==> src/hw/rtl/bilinear_table_interpolator_defines.svh <==
// assertion macros for the bilinear table interpolator
// used by the modules that carry concurrent checks, no other dependencies
`ifndef BILINEAR_TABLE_INTERPOLATOR_DEFINES_SVH
`define BILINEAR_TABLE_INTERPOLATOR_DEFINES_SVH

`ifndef SYNTHESIS
`define BTI_ASSERT_IMPL(label, clk, rst_n, ante, cons) \
    label: assert property (@(posedge clk) disable iff (!(rst_n)) (ante) |-> (cons)) \
        else $error("bti assertion failed");
`define BTI_ASSERT_NEXT(label, clk, rst_n, ante, cons) \
    label: assert property (@(posedge clk) disable iff (!(rst_n)) (ante) |=> (cons)) \
        else $error("bti assertion failed");
`else
`define BTI_ASSERT_IMPL(label, clk, rst_n, ante, cons)
`define BTI_ASSERT_NEXT(label, clk, rst_n, ante, cons)
`endif

`endif

==> src/hw/rtl/bti_pkg.sv <==
// shared types and constants of the bilinear table interpolator
// no dependencies
`timescale 1ns / 1ps

package bti_pkg;

    localparam int CNT_W  = 5;
    localparam int FRAC_W = 16;
    localparam int WGT_W  = FRAC_W + 1;
    localparam int OUT_W  = 16;
    localparam int IN_W   = 16;
    localparam int ADDR_W = 5;

    localparam logic [WGT_W-1:0] ONE_Q16 = WGT_W'(1) << FRAC_W;

    localparam logic [CNT_W-1:0] DIV_LAST = CNT_W'(16);

    // multiply sequence steps
    localparam logic [CNT_W-1:0] STEP_RD11  = CNT_W'(0);
    localparam logic [CNT_W-1:0] STEP_RD12  = CNT_W'(1);
    localparam logic [CNT_W-1:0] STEP_RD21  = CNT_W'(2);
    localparam logic [CNT_W-1:0] STEP_RD22  = CNT_W'(3);
    localparam logic [CNT_W-1:0] STEP_ROW2  = CNT_W'(4);
    localparam logic [CNT_W-1:0] STEP_ACC2  = CNT_W'(5);
    localparam logic [CNT_W-1:0] STEP_MULF1 = CNT_W'(6);
    localparam logic [CNT_W-1:0] STEP_MULF2 = CNT_W'(7);
    localparam logic [CNT_W-1:0] STEP_SUM   = CNT_W'(8);

    typedef enum logic [1:0] {
        KIND_FORCE = 2'd0,
        KIND_VEL   = 2'd1,
        KIND_TABLE = 2'd2,
        KIND_QUERY = 2'd3
    } t_kind;

    typedef enum logic [3:0] {
        S_IDLE,
        S_FSCAN,
        S_FDIVI,
        S_FDIV,
        S_VSCAN,
        S_VDIVI,
        S_VDIV,
        S_MUL,
        S_DONE
    } t_state;

    typedef struct packed {
        logic             load;
        logic             write;
        logic             scan;
        logic             div_init;
        logic             div_step;
        logic             div_last;
        logic             axis_v;
        logic             mul;
        logic             out_load;
        logic [CNT_W-1:0] idx;
    } t_dp_cmd;

endpackage

==> src/hw/rtl/bti_entry_ram.sv <==
// table entry memory, one write port and one registered read port
// per-entry valid bits give zero for entries not written since reset
`timescale 1ns / 1ps

module bti_entry_ram #(
    parameter int DEPTH = 32,
    parameter int AW    = 5,
    parameter int DW    = 16
) (
    input  logic          i_clk,
    input  logic          i_rst_n,
    input  logic          i_we,
    input  logic [AW-1:0] i_waddr,
    input  logic [DW-1:0] i_wdata,
    input  logic [AW-1:0] i_raddr,
    output logic [DW-1:0] o_rdata
);

    logic [DW-1:0]    r_mem [DEPTH];
    logic [DEPTH-1:0] r_valid;
    logic [DW-1:0]    r_rdata;

    always_ff @(posedge i_clk) begin
        if (!i_rst_n) begin
            r_valid <= '0;
        end else if (i_we) begin
            r_valid[i_waddr] <= 1'b1;
        end
    end

    always_ff @(posedge i_clk) begin
        if (i_we) begin
            r_mem[i_waddr] <= i_wdata;
        end
    end

    always_ff @(posedge i_clk) begin
        r_rdata <= r_valid[i_raddr] ? r_mem[i_raddr] : '0;
    end

    assign o_rdata = r_rdata;

endmodule

==> src/hw/rtl/bti_datapath.sv <==
// datapath: axis points, bracket search, serial divider, corner blend
// depends on bti_pkg and bti_entry_ram
`timescale 1ns / 1ps

module bti_datapath #(
    parameter int FORCE_POINTS    = 5,
    parameter int VELOCITY_POINTS = 9,
    parameter int VALUE_WIDTH     = 16
) (
    input  logic                             i_clk,
    input  logic                             i_rst_n,
    input  bti_pkg::t_dp_cmd                 i_cmd,
    input  bti_pkg::t_kind                   i_kind,
    input  logic [bti_pkg::ADDR_W-1:0]       i_address,
    input  logic [bti_pkg::IN_W-1:0]         i_write_value,
    input  logic signed [bti_pkg::IN_W-1:0]  i_force_req,
    input  logic signed [bti_pkg::IN_W-1:0]  i_velocity,
    output logic [bti_pkg::OUT_W-1:0]        o_error_power
);

    import bti_pkg::*;

    localparam int VW      = VALUE_WIDTH;
    localparam int ENTRIES = (FORCE_POINTS - 1) * (VELOCITY_POINTS - 1);
    localparam int AW      = (ENTRIES > 1) ? $clog2(ENTRIES) : 1;
    localparam int BW      = (VW > IN_W) ? VW : IN_W;
    localparam int XW      = BW + 2;
    localparam int RW      = VW + FRAC_W;
    localparam int PW      = RW + WGT_W;
    localparam int SW      = BW + 2 * FRAC_W + 1;

    logic [VW-1:0] r_force_pts [FORCE_POINTS-1];
    logic [VW-1:0] r_vel_pts [VELOCITY_POINTS-1];

    logic signed [XW-1:0] r_xf, r_xv;
    logic [CNT_W-1:0]     r_lo, r_hi;
    logic [VW-1:0]        r_p_lo, r_p_hi;
    logic                 r_run, r_prev_ge;
    logic [VW:0]          r_rem;
    logic [VW-1:0]        r_den;
    logic                 r_zero;
    logic [WGT_W-1:0]     r_q;
    logic [CNT_W-1:0]     r_f1, r_f2, r_v1, r_v2;
    logic [WGT_W-1:0]     r_wf, r_wv;
    logic                 r_corner_zero;
    logic [RW-1:0]        r_row1, r_row2;
    logic [PW-1:0]        r_prod;
    logic [SW-1:0]        r_sum;
    logic [OUT_W-1:0]     r_error_power;

    logic [VW-1:0]        p_sel;
    logic signed [XW-1:0] x_sel, p_ext, p_lo_ext, p_hi_ext, den_full, num_full, num_cl;
    logic                 le, ge, zero_n;
    logic [VW:0]          trial, n_rem;
    logic                 take;
    logic [WGT_W-1:0]     n_q, w_fin;
    logic [WGT_W-1:0]     wf_lo, wv_lo;
    logic [CNT_W-1:0]     row, col;
    logic [31:0]          lin;
    logic [AW-1:0]        raddr;
    logic                 we;
    logic [VW-1:0]        rdata, entry;
    logic [RW-1:0]        mul_a;
    logic [WGT_W-1:0]     mul_b;
    logic [PW-1:0]        mul_full;

    // axis point stores
    always_ff @(posedge i_clk) begin
        if (!i_rst_n) begin
            for (int j = 0; j < FORCE_POINTS - 1; j++) r_force_pts[j] <= '0;
            for (int j = 0; j < VELOCITY_POINTS - 1; j++) r_vel_pts[j] <= '0;
        end else if (i_cmd.write) begin
            for (int j = 0; j < FORCE_POINTS - 1; j++) begin
                if (i_kind == KIND_FORCE && 32'(i_address) == 32'(j)) begin
                    r_force_pts[j] <= VW'(i_write_value);
                end
            end
            for (int j = 0; j < VELOCITY_POINTS - 1; j++) begin
                if (i_kind == KIND_VEL && 32'(i_address) == 32'(j)) begin
                    r_vel_pts[j] <= VW'(i_write_value);
                end
            end
        end
    end

    // point and query under test
    always_comb begin
        p_sel = '0;
        for (int j = 0; j < FORCE_POINTS - 1; j++) begin
            if (!i_cmd.axis_v && i_cmd.idx == CNT_W'(j + 1)) p_sel = r_force_pts[j];
        end
        for (int j = 0; j < VELOCITY_POINTS - 1; j++) begin
            if (i_cmd.axis_v && i_cmd.idx == CNT_W'(j + 1)) p_sel = r_vel_pts[j];
        end
        x_sel    = i_cmd.axis_v ? r_xv : r_xf;
        p_ext    = $signed({{(XW - VW){1'b0}}, p_sel});
        p_lo_ext = $signed({{(XW - VW){1'b0}}, r_p_lo});
        p_hi_ext = $signed({{(XW - VW){1'b0}}, r_p_hi});
        le       = p_ext <= x_sel;
        ge       = p_ext >= x_sel;
        den_full = p_hi_ext - p_lo_ext;
        num_full = x_sel - p_lo_ext;
        zero_n   = (r_lo == r_hi) || (den_full <= 0);
        if (num_full < 0) begin
            num_cl = '0;
        end else if (num_full > den_full) begin
            num_cl = den_full;
        end else begin
            num_cl = num_full;
        end
    end

    // divider step
    always_comb begin
        trial = (i_cmd.idx == '0) ? r_rem : {r_rem[VW-1:0], 1'b0};
        take  = trial >= {1'b0, r_den};
        n_rem = take ? (trial - {1'b0, r_den}) : trial;
        n_q   = {r_q[WGT_W-2:0], take};
        w_fin = r_zero ? '0 : n_q;
    end

    always_ff @(posedge i_clk) begin
        if (i_cmd.load) begin
            r_xf <= XW'(i_force_req);
            r_xv <= XW'(i_velocity);
        end
        if (i_cmd.scan) begin
            if (i_cmd.idx == '0) begin
                r_lo      <= '0;
                r_hi      <= '0;
                r_p_lo    <= '0;
                r_p_hi    <= '0;
                r_run     <= 1'b1;
                r_prev_ge <= ge;
            end else begin
                if (r_run && le) begin
                    r_lo   <= i_cmd.idx;
                    r_p_lo <= p_sel;
                end else begin
                    r_run <= 1'b0;
                end
                if (!(r_prev_ge && ge)) begin
                    r_hi   <= i_cmd.idx;
                    r_p_hi <= p_sel;
                end
                r_prev_ge <= ge;
            end
        end
        if (i_cmd.div_init) begin
            r_rem  <= {1'b0, num_cl[VW-1:0]};
            r_den  <= den_full[VW-1:0];
            r_zero <= zero_n;
            r_q    <= '0;
        end
        if (i_cmd.div_step) begin
            r_rem <= n_rem;
            r_q   <= n_q;
            if (i_cmd.div_last) begin
                if (i_cmd.axis_v) begin
                    r_wv <= w_fin;
                    r_v1 <= r_lo;
                    r_v2 <= r_hi;
                end else begin
                    r_wf <= w_fin;
                    r_f1 <= r_lo;
                    r_f2 <= r_hi;
                end
            end
        end
    end

    // corner fetch
    always_comb begin
        case (i_cmd.idx)
            STEP_RD11: begin
                row = r_f1;
                col = r_v1;
            end
            STEP_RD12: begin
                row = r_f1;
                col = r_v2;
            end
            STEP_RD21: begin
                row = r_f2;
                col = r_v1;
            end
            default: begin
                row = r_f2;
                col = r_v2;
            end
        endcase
        lin   = (32'(row) - 32'd1) * 32'(VELOCITY_POINTS - 1) + 32'(col) - 32'd1;
        raddr = AW'(lin);
        we    = i_cmd.write && i_kind == KIND_TABLE && 32'(i_address) < 32'(ENTRIES);
    end

    bti_entry_ram #(
        .DEPTH (ENTRIES),
        .AW    (AW),
        .DW    (VW)
    ) u_ram (
        .i_clk   (i_clk),
        .i_rst_n (i_rst_n),
        .i_we    (we),
        .i_waddr (AW'(i_address)),
        .i_wdata (VW'(i_write_value)),
        .i_raddr (raddr),
        .o_rdata (rdata)
    );

    // multiplier operands
    always_comb begin
        entry = r_corner_zero ? '0 : rdata;
        wf_lo = ONE_Q16 - r_wf;
        wv_lo = ONE_Q16 - r_wv;
        case (i_cmd.idx)
            STEP_RD12: begin
                mul_a = RW'(entry);
                mul_b = wv_lo;
            end
            STEP_RD21: begin
                mul_a = RW'(entry);
                mul_b = r_wv;
            end
            STEP_RD22: begin
                mul_a = RW'(entry);
                mul_b = wv_lo;
            end
            STEP_ROW2: begin
                mul_a = RW'(entry);
                mul_b = r_wv;
            end
            STEP_MULF1: begin
                mul_a = r_row1;
                mul_b = wf_lo;
            end
            STEP_MULF2: begin
                mul_a = r_row2;
                mul_b = r_wf;
            end
            default: begin
                mul_a = '0;
                mul_b = '0;
            end
        endcase
        mul_full = mul_a * mul_b;
    end

    // products are registered in r_prod before they are accumulated
    always_ff @(posedge i_clk) begin
        if (i_cmd.mul) begin
            r_corner_zero <= (row == '0) || (col == '0);
            r_prod        <= mul_full;
            case (i_cmd.idx)
                STEP_RD21:  r_row1 <= RW'(r_prod);
                STEP_RD22:  r_row1 <= r_row1 + RW'(r_prod);
                STEP_ROW2:  r_row2 <= RW'(r_prod);
                STEP_ACC2:  r_row2 <= r_row2 + RW'(r_prod);
                STEP_MULF2: r_sum  <= SW'(r_prod);
                STEP_SUM:   r_sum  <= r_sum + SW'(r_prod);
                default:    r_sum  <= r_sum;
            endcase
        end
        if (i_cmd.out_load) begin
            r_error_power <= r_sum[2 * FRAC_W +: OUT_W];
        end
    end

    assign o_error_power = r_error_power;

endmodule

==> src/hw/rtl/bti_ctrl.sv <==
// controller: sequences scan, divide and blend steps, owns the handshakes
// depends on bti_pkg and the assertion macro header
`timescale 1ns / 1ps
`include "bilinear_table_interpolator_defines.svh"

module bti_ctrl #(
    parameter int FORCE_POINTS    = 5,
    parameter int VELOCITY_POINTS = 9
) (
    input  logic              i_clk,
    input  logic              i_rst_n,
    input  logic              i_in_valid,
    output logic              o_in_stall,
    input  bti_pkg::t_kind    i_kind,
    output logic              o_out_valid,
    input  logic              i_out_stall,
    output bti_pkg::t_dp_cmd  o_cmd
);

    import bti_pkg::*;

    localparam logic [CNT_W-1:0] F_LAST = CNT_W'(FORCE_POINTS - 1);
    localparam logic [CNT_W-1:0] V_LAST = CNT_W'(VELOCITY_POINTS - 1);

    t_state           r_state, n_state;
    logic [CNT_W-1:0] r_cnt, n_cnt;
    logic             r_out_valid, n_out_valid;
    logic             accept, out_busy;

    always_ff @(posedge i_clk) begin
        if (!i_rst_n) begin
            r_state     <= S_IDLE;
            r_cnt       <= '0;
            r_out_valid <= 1'b0;
        end else begin
            r_state     <= n_state;
            r_cnt       <= n_cnt;
            r_out_valid <= n_out_valid;
        end
    end

    always_comb begin
        n_state     = r_state;
        n_cnt       = r_cnt;
        o_cmd       = '0;
        o_cmd.idx   = r_cnt;
        o_in_stall  = (r_state != S_IDLE);
        accept      = i_in_valid && !o_in_stall;
        out_busy    = r_out_valid && i_out_stall;
        n_out_valid = out_busy;
        case (r_state)
            S_IDLE: begin
                if (accept) begin
                    if (i_kind == KIND_QUERY) begin
                        o_cmd.load = 1'b1;
                        n_cnt      = '0;
                        n_state    = S_FSCAN;
                    end else begin
                        o_cmd.write = 1'b1;
                    end
                end
            end
            S_FSCAN, S_VSCAN: begin
                o_cmd.scan   = 1'b1;
                o_cmd.axis_v = (r_state == S_VSCAN);
                if (r_cnt == ((r_state == S_VSCAN) ? V_LAST : F_LAST)) begin
                    n_cnt   = '0;
                    n_state = (r_state == S_VSCAN) ? S_VDIVI : S_FDIVI;
                end else begin
                    n_cnt = r_cnt + CNT_W'(1);
                end
            end
            S_FDIVI, S_VDIVI: begin
                o_cmd.div_init = 1'b1;
                o_cmd.axis_v   = (r_state == S_VDIVI);
                n_cnt          = '0;
                n_state        = (r_state == S_VDIVI) ? S_VDIV : S_FDIV;
            end
            S_FDIV, S_VDIV: begin
                o_cmd.div_step = 1'b1;
                o_cmd.axis_v   = (r_state == S_VDIV);
                if (r_cnt == DIV_LAST) begin
                    o_cmd.div_last = 1'b1;
                    n_cnt          = '0;
                    n_state        = (r_state == S_VDIV) ? S_MUL : S_VSCAN;
                end else begin
                    n_cnt = r_cnt + CNT_W'(1);
                end
            end
            S_MUL: begin
                o_cmd.mul = 1'b1;
                if (r_cnt == STEP_SUM) begin
                    n_cnt   = '0;
                    n_state = S_DONE;
                end else begin
                    n_cnt = r_cnt + CNT_W'(1);
                end
            end
            S_DONE: begin
                if (!out_busy) begin
                    o_cmd.out_load = 1'b1;
                    n_out_valid    = 1'b1;
                    n_state        = S_IDLE;
                end
            end
            default: begin
                n_state = S_IDLE;
            end
        endcase
    end

    assign o_out_valid = r_out_valid;

    `BTI_ASSERT_NEXT(a_query_starts, i_clk, i_rst_n, r_state == S_IDLE && i_in_valid && i_kind == KIND_QUERY, r_state == S_FSCAN)
    `BTI_ASSERT_NEXT(a_write_stays, i_clk, i_rst_n, r_state == S_IDLE && i_in_valid && i_kind != KIND_QUERY, r_state == S_IDLE)
    `BTI_ASSERT_NEXT(a_done_delivers, i_clk, i_rst_n, r_state == S_DONE && !(r_out_valid && i_out_stall), r_state == S_IDLE && r_out_valid)
    `BTI_ASSERT_IMPL(a_busy_stalls, i_clk, i_rst_n, r_state != S_IDLE, o_in_stall)

endmodule

==> src/hw/rtl/bilinear_table_interpolator.sv <==
// top level of the bilinear table interpolator
// depends on bti_pkg, bti_ctrl and bti_datapath
//
//   channel  direction  handshake                payload
//   in       input      i_in_valid / o_in_stall  kind, address, write_value, force_req, velocity
//   out      output     o_out_valid / i_out_stall  error_power
//
// a write is done in the idle state; a query runs one axis scan step per point and a 17-step
// serial divider once per axis, then nine steps on the shared corner multiplier.
// reset clears axes and table at once. a finished result waits in the output
// register and a new item is taken meanwhile; only its result waits on i_out_stall.
`timescale 1ns / 1ps

module bilinear_table_interpolator #(
    parameter int FORCE_POINTS    = 5,
    parameter int VELOCITY_POINTS = 9,
    parameter int VALUE_WIDTH     = 16
) (
    input  logic                             i_clk,
    input  logic                             i_rst_n,
    input  logic                             i_in_valid,
    output logic                             o_in_stall,
    input  logic [1:0]                       i_kind,
    input  logic [bti_pkg::ADDR_W-1:0]       i_address,
    input  logic [bti_pkg::IN_W-1:0]         i_write_value,
    input  logic signed [bti_pkg::IN_W-1:0]  i_force_req,
    input  logic signed [bti_pkg::IN_W-1:0]  i_velocity,
    output logic                             o_out_valid,
    input  logic                             i_out_stall,
    output logic [bti_pkg::OUT_W-1:0]        o_error_power
);

    import bti_pkg::*;

    t_dp_cmd cmd;
    t_kind   kind;

    assign kind = t_kind'(i_kind);

    bti_ctrl #(
        .FORCE_POINTS    (FORCE_POINTS),
        .VELOCITY_POINTS (VELOCITY_POINTS)
    ) u_ctrl (
        .i_clk       (i_clk),
        .i_rst_n     (i_rst_n),
        .i_in_valid  (i_in_valid),
        .o_in_stall  (o_in_stall),
        .i_kind      (kind),
        .o_out_valid (o_out_valid),
        .i_out_stall (i_out_stall),
        .o_cmd       (cmd)
    );

    bti_datapath #(
        .FORCE_POINTS    (FORCE_POINTS),
        .VELOCITY_POINTS (VELOCITY_POINTS),
        .VALUE_WIDTH     (VALUE_WIDTH)
    ) u_datapath (
        .i_clk         (i_clk),
        .i_rst_n       (i_rst_n),
        .i_cmd         (cmd),
        .i_kind        (kind),
        .i_address     (i_address),
        .i_write_value (i_write_value),
        .i_force_req   (i_force_req),
        .i_velocity    (i_velocity),
        .o_error_power (o_error_power)
    );

endmodule

==> config.mk <==
export PLATFORM = sky130hd
export DESIGN_NAME = bilinear_table_interpolator
export DESIGN_NICKNAME = d
export VERILOG_FILES = /design/src/hw/rtl/bti_pkg.sv /design/src/hw/rtl/bti_entry_ram.sv /design/src/hw/rtl/bti_datapath.sv /design/src/hw/rtl/bti_ctrl.sv /design/src/hw/rtl/bilinear_table_interpolator.sv
export VERILOG_INCLUDE_DIRS = /design/src /design/src/hw/rtl
export SDC_FILE = /design/constraint.sdc
export NUM_CORES = 2
export LEC_CHECK = 0
export BUFFER_PORTS_ARGS = -buffer_cell sky130_fd_sc_hd__buf_2
export CAP_MARGIN = 20
export CELL_PAD_IN_SITES_DETAIL_PLACEMENT = 2
export CELL_PAD_IN_SITES_GLOBAL_PLACEMENT = 2
export CORE_MARGIN = 2
export CORE_UTILIZATION = 40
export DETAILED_ROUTE_END_ITERATION = 12
export PLACE_DENSITY = 0.79
export REMOVE_ABC_BUFFERS = 1
export SLEW_MARGIN = 40
export SYNTH_ARGS = -nofsm -noshare
export SYNTH_HDL_FRONTEND = slang
export SYNTH_SLANG_ARGS = --single-unit
==> constraint.sdc <==
create_clock -name i_clk -period 8.3 [get_ports i_clk]
set_input_delay 0.415 -clock i_clk [delete_from_list [all_inputs] [get_ports i_clk]]
set_output_delay 0.415 -clock i_clk [all_outputs]
set_load 0.005 [all_outputs]
### Word level (Yosys, flattened, before mapping)

Memory sizes are Yosys's and may differ from the RTL's. A register that Yosys moved wholly into a read port is not among the register bits.
Index checks and enable logic that the tools add are counted.
W data, S select, Z words.

| storage, ports and cells | value |
|---|---|
| output and inout bits | 18 |
| memories | 3 |
| input bits | 59 |
| bits in writable memories | 704 |
| word-level logic and storage cells | 302 |
| flip-flop bits (word level) | 401 |

Memories:

| memory | depth | bits a word | read ports | clocked after Yosys merged registers in | wr ports | line | RTL |
|---|---|---|---|---|---|---|---|
| u_datapath.u_ram.r_mem | 32 | 16 | 1 | 1 | 1 | bti_entry_ram.sv:19 | `logic [DW-1:0] r_mem [DEPTH];` |
| u_datapath.r_vel_pts | 8 | 16 | 8 | 0 | 8 | bti_datapath.sv:33 | `logic [VW-1:0] r_vel_pts [VELOCITY_POINTS-1];` |
| u_datapath.r_force_pts | 4 | 16 | 4 | 0 | 4 | bti_datapath.sv:32 | `logic [VW-1:0] r_force_pts [FORCE_POINTS-1];` |

| cells by class | value |
|---|---|
| muxes and demuxes | 132 |
| add/sub/neg operators | 12 |
| reductions and logical operators | 66 |
| bitwise logic cells | 14 |
| equal/unequal tests | 37 |
| $lt $le $gt $ge | 9 |
| multiply operators | 1 |

Operators by type and width:

| operator | number |
|---|---|
| $mux W16 | 31 |
| $pmux W32 S2 | 2 |
| $pmux W49 S2 | 1 |
| $pmux W32 S3 | 1 |
| $mux W17 | 5 |
| $pmux W17 S4 | 1 |
| $add A32 B32 Y32 | 2 |
| $mux W1 | 63 |
| $add A49 B49 Y49 | 1 |
| $mul A32 B17 Y49 | 1 |
| $mux W5 | 9 |
| $eq A5 B3 Y1 const B | 8 |
| $sub A17 B17 Y17 const A | 2 |
| $or A32 B32 Y32 | 1 |
| $logic_and A1 B1 Y1 | 30 |
| $mux W4 | 7 |
| $pmux W5 S5 | 1 |
| $pmux W4 S6 | 1 |
| $eq A5 B2 Y1 const B | 4 |
| $logic_not A5 Y1 | 4 |
| $ge A17 B18 Y1 | 1 |
| $gt A18 B17 Y1 | 1 |
| $le A17 B18 Y1 | 1 |
| $lt A18 B1 Y1 const B | 1 |
| other kinds (43) | 92 |

### Depth between registers and ports, before layout

| logic depth | value |
|---|---|
| depth after elaboration | 21 |
| mapped depth | 38 |

### By module

A second synthesis with hierarchy kept.

| second synthesis, totals | value |
|---|---|
| cells, all modules | 6154 |
| area, all modules | 70508.9 µm² |

Modules (own cells, without submodules):

| module | cells an instance | area an instance (µm²) | times used |
|---|---|---|---|
| bti_datapath | 4976 | 48282.6 | 1 |
| bti_entry_ram | 1086 | 21558.2 | 1 |
| bti_ctrl | 92 | 668.1 | 1 |

### Worst setup path after synthesis

OpenSTA, ideal clock, no wires.

| path | value |
|---|---|
| path type | register -> register |
| start | reg u_ctrl.r_cnt[0] |
| end | reg u_datapath.r_prod[47] (data pin) |
| required time | 8032 ps |
| stages on the path, launching flop included | 38 |
| clock period less this slack | 9098 ps |
| path buffers | 5 |
| library setup time | 268 ps |
| data arrival time | 8830 ps |
| slack | -798 ps |
| cell sequence | dfxtp_1 > inv_1 > ha_1 > nand4bb_1 > buf_2 > buf_1 > buf_1 > mux2i_1 > ha_1 > nand4_1 > or2_2 > nor3_1 > xnor2_1 > nand2_1 > o211ai_1 > clkbuf_1 > nand2_1 > fa_1 > (+2 left out) > fa_1 > fa_1 > fa_1 > inv_1 > fa_1 > inv_1 > ha_1 > clkbuf_1 > a211oi_1 > nand2_1 > or4_1 > a21oi_1 > o32ai_1 > a211oi_1 > a311o_1 > nand3_1 > a21oi_1 > xnor3_1 |

| on the way | value |
|---|---|
| word-level cells in the longest chain between the ends | 4 |

Ends and longest elaborated chain:

| element | line | RTL |
|---|---|---|
| start, declared | bti_ctrl.sv:26 | `logic [CNT_W-1:0] r_cnt, n_cnt;` |
| start signal, assigned | bti_ctrl.sv:37 | `r_cnt <= n_cnt;` |
| $eq A5 B3 Y1 (tied with other cells) | bti_datapath.sv:216 | `case (i_cmd.idx)` |
| $reduce_or A4 Y1 (no line) or $reduce_or A2 Y1 (tied branches) | - |  |
| $pmux W32 S3 or $pmux W17 S4 (tied branches) | bti_datapath.sv:216 |  |
| $mul A32 B17 Y49 (*) | bti_datapath.sv:246 | `mul_full = mul_a * mul_b;` |
| net u_datapath.mul_full[47] | bti_datapath.sv:65 | `logic [PW-1:0] mul_full;` |
| end signal, assigned | bti_datapath.sv:253 | `r_prod <= mul_full;` |
| end, declared | bti_datapath.sv:47 | `logic [PW-1:0] r_prod;` |

The timed path passes the listed nets; every way through them passes the cells marked *.
A chain may end at the register's enable or synchronous reset.

### Worst setup path in the final report

| path | value |
|---|---|
| start | reg u_datapath.r_wv[4] |
| end | reg u_datapath.r_prod[33] (data pin) |

| on the way | value |
|---|---|
| word-level cells in the longest chain between the ends | 3 |

Ends and longest elaborated chain:

| element | line | RTL |
|---|---|---|
| start, declared | bti_datapath.sv:44 | `logic [WGT_W-1:0] r_wf, r_wv;` |
| start signal, assigned | bti_datapath.sv:160 | `r_wv <= w_fin;` |
| $sub A17 B17 Y17 | bti_datapath.sv:215 | `wv_lo = ONE_Q16 - r_wv;` |
| $pmux W17 S4 (*) | bti_datapath.sv:216 |  |
| $mul A32 B17 Y49 (*) | bti_datapath.sv:246 |  |
| net u_datapath.mul_full[33] | bti_datapath.sv:65 |  |

Marked as above.

==> flow_summary.json <==
{
  "status": "complete, but fails checks",
  "violations": "negative setup slack",
  "synth_top_family_by_area": "adder cells",
  "viasPerCell": 5.97,
  "worst-path-stages": 34,
  "tightest_slew_ns": 0.923,
  "cts_tree": "built",
  "synth-compound-area-share": 0.0880,
  "synthesis.area_sq_um": 70200,
  "start_util": 0.403,
  "area_growth_pct": 16.4,
  "drive_above_1_share": 0.169,
  "ios": 77,
  "syn_area_per_cell_sq_um": 11.6,
  "seqPwrFrac": 0.348,
  "cpMostUsedCell": "fa_1",
  "first_pass_iters": 5,
  "synthCells": 6052,
  "yosys_register_bits": 1119,
  "dp_cells": 8544,
  "fin_util": 0.469,
  "skew_ns": 0.0795,
  "swShare": 0.363,
  "start_kind": "flop",
  "muxShareOfSynthArea": 0.0674,
  "internal_power_w": 0.0121,
  "synthSimpleGateAreaFrac": 0.108,
  "nets": 7261,
  "design.core.area_sq_um": 174000,
  "ir_worst_vdd_mv": 0.238,
  "htree_num_levels": 3,
  "max-clock-path-buffers": 3,
  "min-delay-path-class": "input port to flop",
  "clock_latency_ns": 0.79,
  "maxCapViolCount": 0,
  "rows": 153,
  "fin_setup_tns_ns": -13.37,
  "grt_max_degree": 83,
  "clkTransAtPathRegs_ns": 0.08,
  "numCtsBuffers": 121,
  "hold_violations": 0,
  "drv_slew": 0,
  "ant_nets": 0,
  "hold_path_depth": 3,
  "yosys.area_share.xor_xnor": 0.0251,
  "r2r_cells": 34,
  "synth_edf_count": 1061,
  "setup_violations": 28,
  "die_h_microns": 423,
  "yosysWarnings": 0,
  "synthAdderAreaFrac": 0.187,
  "wl_per_cell_microns": 32.0,
  "worstSetupEndpointType": "flop",
  "rsz0062_at_grt": "yes",
  "switchingPower_w": 0.00689,
  "grt_pass1_wl_mm": 412,
  "arrival_ns": 9.60,
  "async_flop_share": 0,
  "crit_start": "u_datapath.r_wv[4]",
  "drc_errors": 0,
  "grt_antenna_before_repair": 12,
  "ys.flop_type": "edfxtp_1",
  "slowest_stage": "fa_1",
  "post-route-min-period_ns": 9.08,
  "die-area_sq_um": 179000,
  "clockRootBuffer": "clkbuf_16",
  "p_leak_nw": 33.0,
  "fin_crit_sh": 1.09,
  "placed_area_sq_um": 76100,
  "track_usage": 0.309,
  "pwr-share-clk": 0.297,
  "drtIter0Drc": 4503,
  "final_cells": 8854,
  "dpl.hpwl_mm": 187,
  "gp_congestion": 0.916,
  "fin_area_sq_um": 81800,
  "first_global_vias": 60118,
  "path_max_fanout": 5,
  "slowest_delay_ns": 0.54,
  "synth.distinct_cells": 85,
  "fp.dieW_microns": 423,
  "via_count": 52901,
  "cts_num_sinks": 1119,
  "cp_top_family": "adder cells",
  "rr_startpoint": "u_datapath.r_wv[4]",
  "ys_seq_area_frac": 0.470,
  "p_per_area_nw_per_um2": 232,
  "required_ns": 8.81,
  "slew_headroom": 0.383,
  "critPathBufInv": 8,
  "drt-total-wl_mm": 283,
  "pwr-share-comb": 0.355,
  "hp-start": "i_out_stall",
  "grt-ovfl-total": 0,
  "port_buffers": 76,
  "setup_slack_ns": -0.782,
  "fmax_mhz": 110,
  "critical_path_class": "flop to flop"
}
-- layout by cell type (no fill, tap or decap), drive strengths merged, types with 13 or more instances in the layout --
cell type	instances
a21o	85
mux4	170
or3	14
edfxtp	1061
nor2	511
o211ai	29
a31oi	30
buf	485
nand4	26
a21oi	228
nor3	72
o21a	39
clkinv	51
mux2i	65
dfxtp	58
and3	35
a22oi	49
a221oi	22
clkbuf	164
mux2	21
inv	737
fa	455
nand2b	41
o21ai	240
a21boi	13
xnor2	114
dlygate4sd3	32
a22o	17
o31ai	20
o21bai	30
nor4	14
and2	105
nand3	57
o22ai	30
ha	322
a211oi	26
nand2	771
xor2	85
nor2b	56
-- cell families after synthesis --
group / count (synthesis)
XOR/XNOR: 200
multiplexers: 256
AO/OA/AOI/OAI: 958
adder cells (fa/ha/maj): 777
flip-flops: 1119
buffers and inverters: 1004
AND/OR/NAND/NOR: 1738
-- sequential cells by signal (all words and copies together) (netlist names), 17 cells and up --
register                  cells
u_datapath.r_row1            32
u_datapath.u_ram.r_valid     32
u_datapath.u_ram.r_mem      512
u_datapath.r_wf              17
u_datapath.r_sum             48
u_datapath.r_rem             17
u_datapath.r_prod            48
u_datapath.r_force_pts       64
u_datapath.r_wv              17
u_datapath.r_row2            32
u_datapath.r_vel_pts        128
-- repair_timing --
item / 4_1_cts / 5_1_grt
hold buffers: 32 / 0
endpoints found under the hold margin: 32 / 0
resized for setup: 133 / 71
gates cloned: 3 / 0
setup buffers: 30 / 17
endpoints found under the setup margin: 28 / 30
pin swaps: 60 / 38
-- layer usage --
metal	wire length (microns)	track usage	vias to the layer above
met2	147000	0.557	2317
met1	103000	0.353	27930
li1	-	-	21770
met3	15400	0.0411	878
met5	38	0	-
met4	18600	0.171	6
-- cell type report --
cell class	count	area [sq um]
Clock buffer	163	3350
Sequential cell	1119	33000
Tap cell	2325	2910
Clock inverter	62	607
Fill cell	17202	92400
Multi-Input combinational cell	3929	34600
Antenna cell	2	5.00
Timing Repair Buffer	519	4540
Inverter	735	2760
-- path summary, 6_finish.rpt --
kind,slack [ns],to
worst min register to register,0.47,u_datapath.o_error_power[13]
worst max-delay path,-0.78,u_datapath.r_prod[33]
worst min-delay path,0.03,u_ctrl.o_out_valid
worst max register to register,-0.78,u_datapath.r_prod[33]
-- through the flow --
step	power [W]	hold WS (ns)	worst slack (ns)
final	0.0190	0.0320	-0.782
after CTS	0.0187	0.00605	-0.253
after detailed placement	0.0129	0.452	-0.794
after floorplan	0.0107	0.433	-5.84
after global routing	0.0196	0.0147	-0.966
after global placement	0.0124	0.446	-0.332
-- synth_stat cells (30+ instances only) --
cell,n,share of area
o21bai_1,30,0.0032
xnor2_1,114,0.014
a21o_1,85,0.0091
inv_1,734,0.039
fa_1,455,0.13
o21ai_0,237,0.017
nand3_1,57,0.0041
xor2_1,85,0.011
a31oi_1,30,0.0027
mux4_2,170,0.055
o21a_1,39,0.0042
nand2_1,770,0.041
nor3_1,71,0.0051
and3_1,35,0.0031
o22ai_1,30,0.0027
mux2i_1,63,0.0090
clkbuf_1,235,0.013
dfxtp_1,58,0.017
edfxtp_1,1061,0.45
a21oi_1,227,0.016
a22oi_1,49,0.0052
nor2b_1,56,0.0050
ha_1,322,0.057
nand2b_1,41,0.0037
and2_1,104,0.0093
nor2_1,510,0.027
-- power groups by stage --
stage / clock (W) / combinational (W) / sequential [W]
floorplan: 0 / 0.00408 / 0.00663
global placement: 0 / 0.00579 / 0.00665
detailed placement: 0 / 0.00622 / 0.00669
CTS: 0.00561 / 0.00650 / 0.00659
global route: 0.00585 / 0.00710 / 0.00660
finish: 0.00564 / 0.00675 / 0.00660
-- tightest hold or removal path: cells and delay by family --
family	cells	cell delay, ns
buf+inv	1	0.15
compound gates	1	0.08
simple gates	1	0.11
Note: power is estimated with default switching activity, not from simulation.
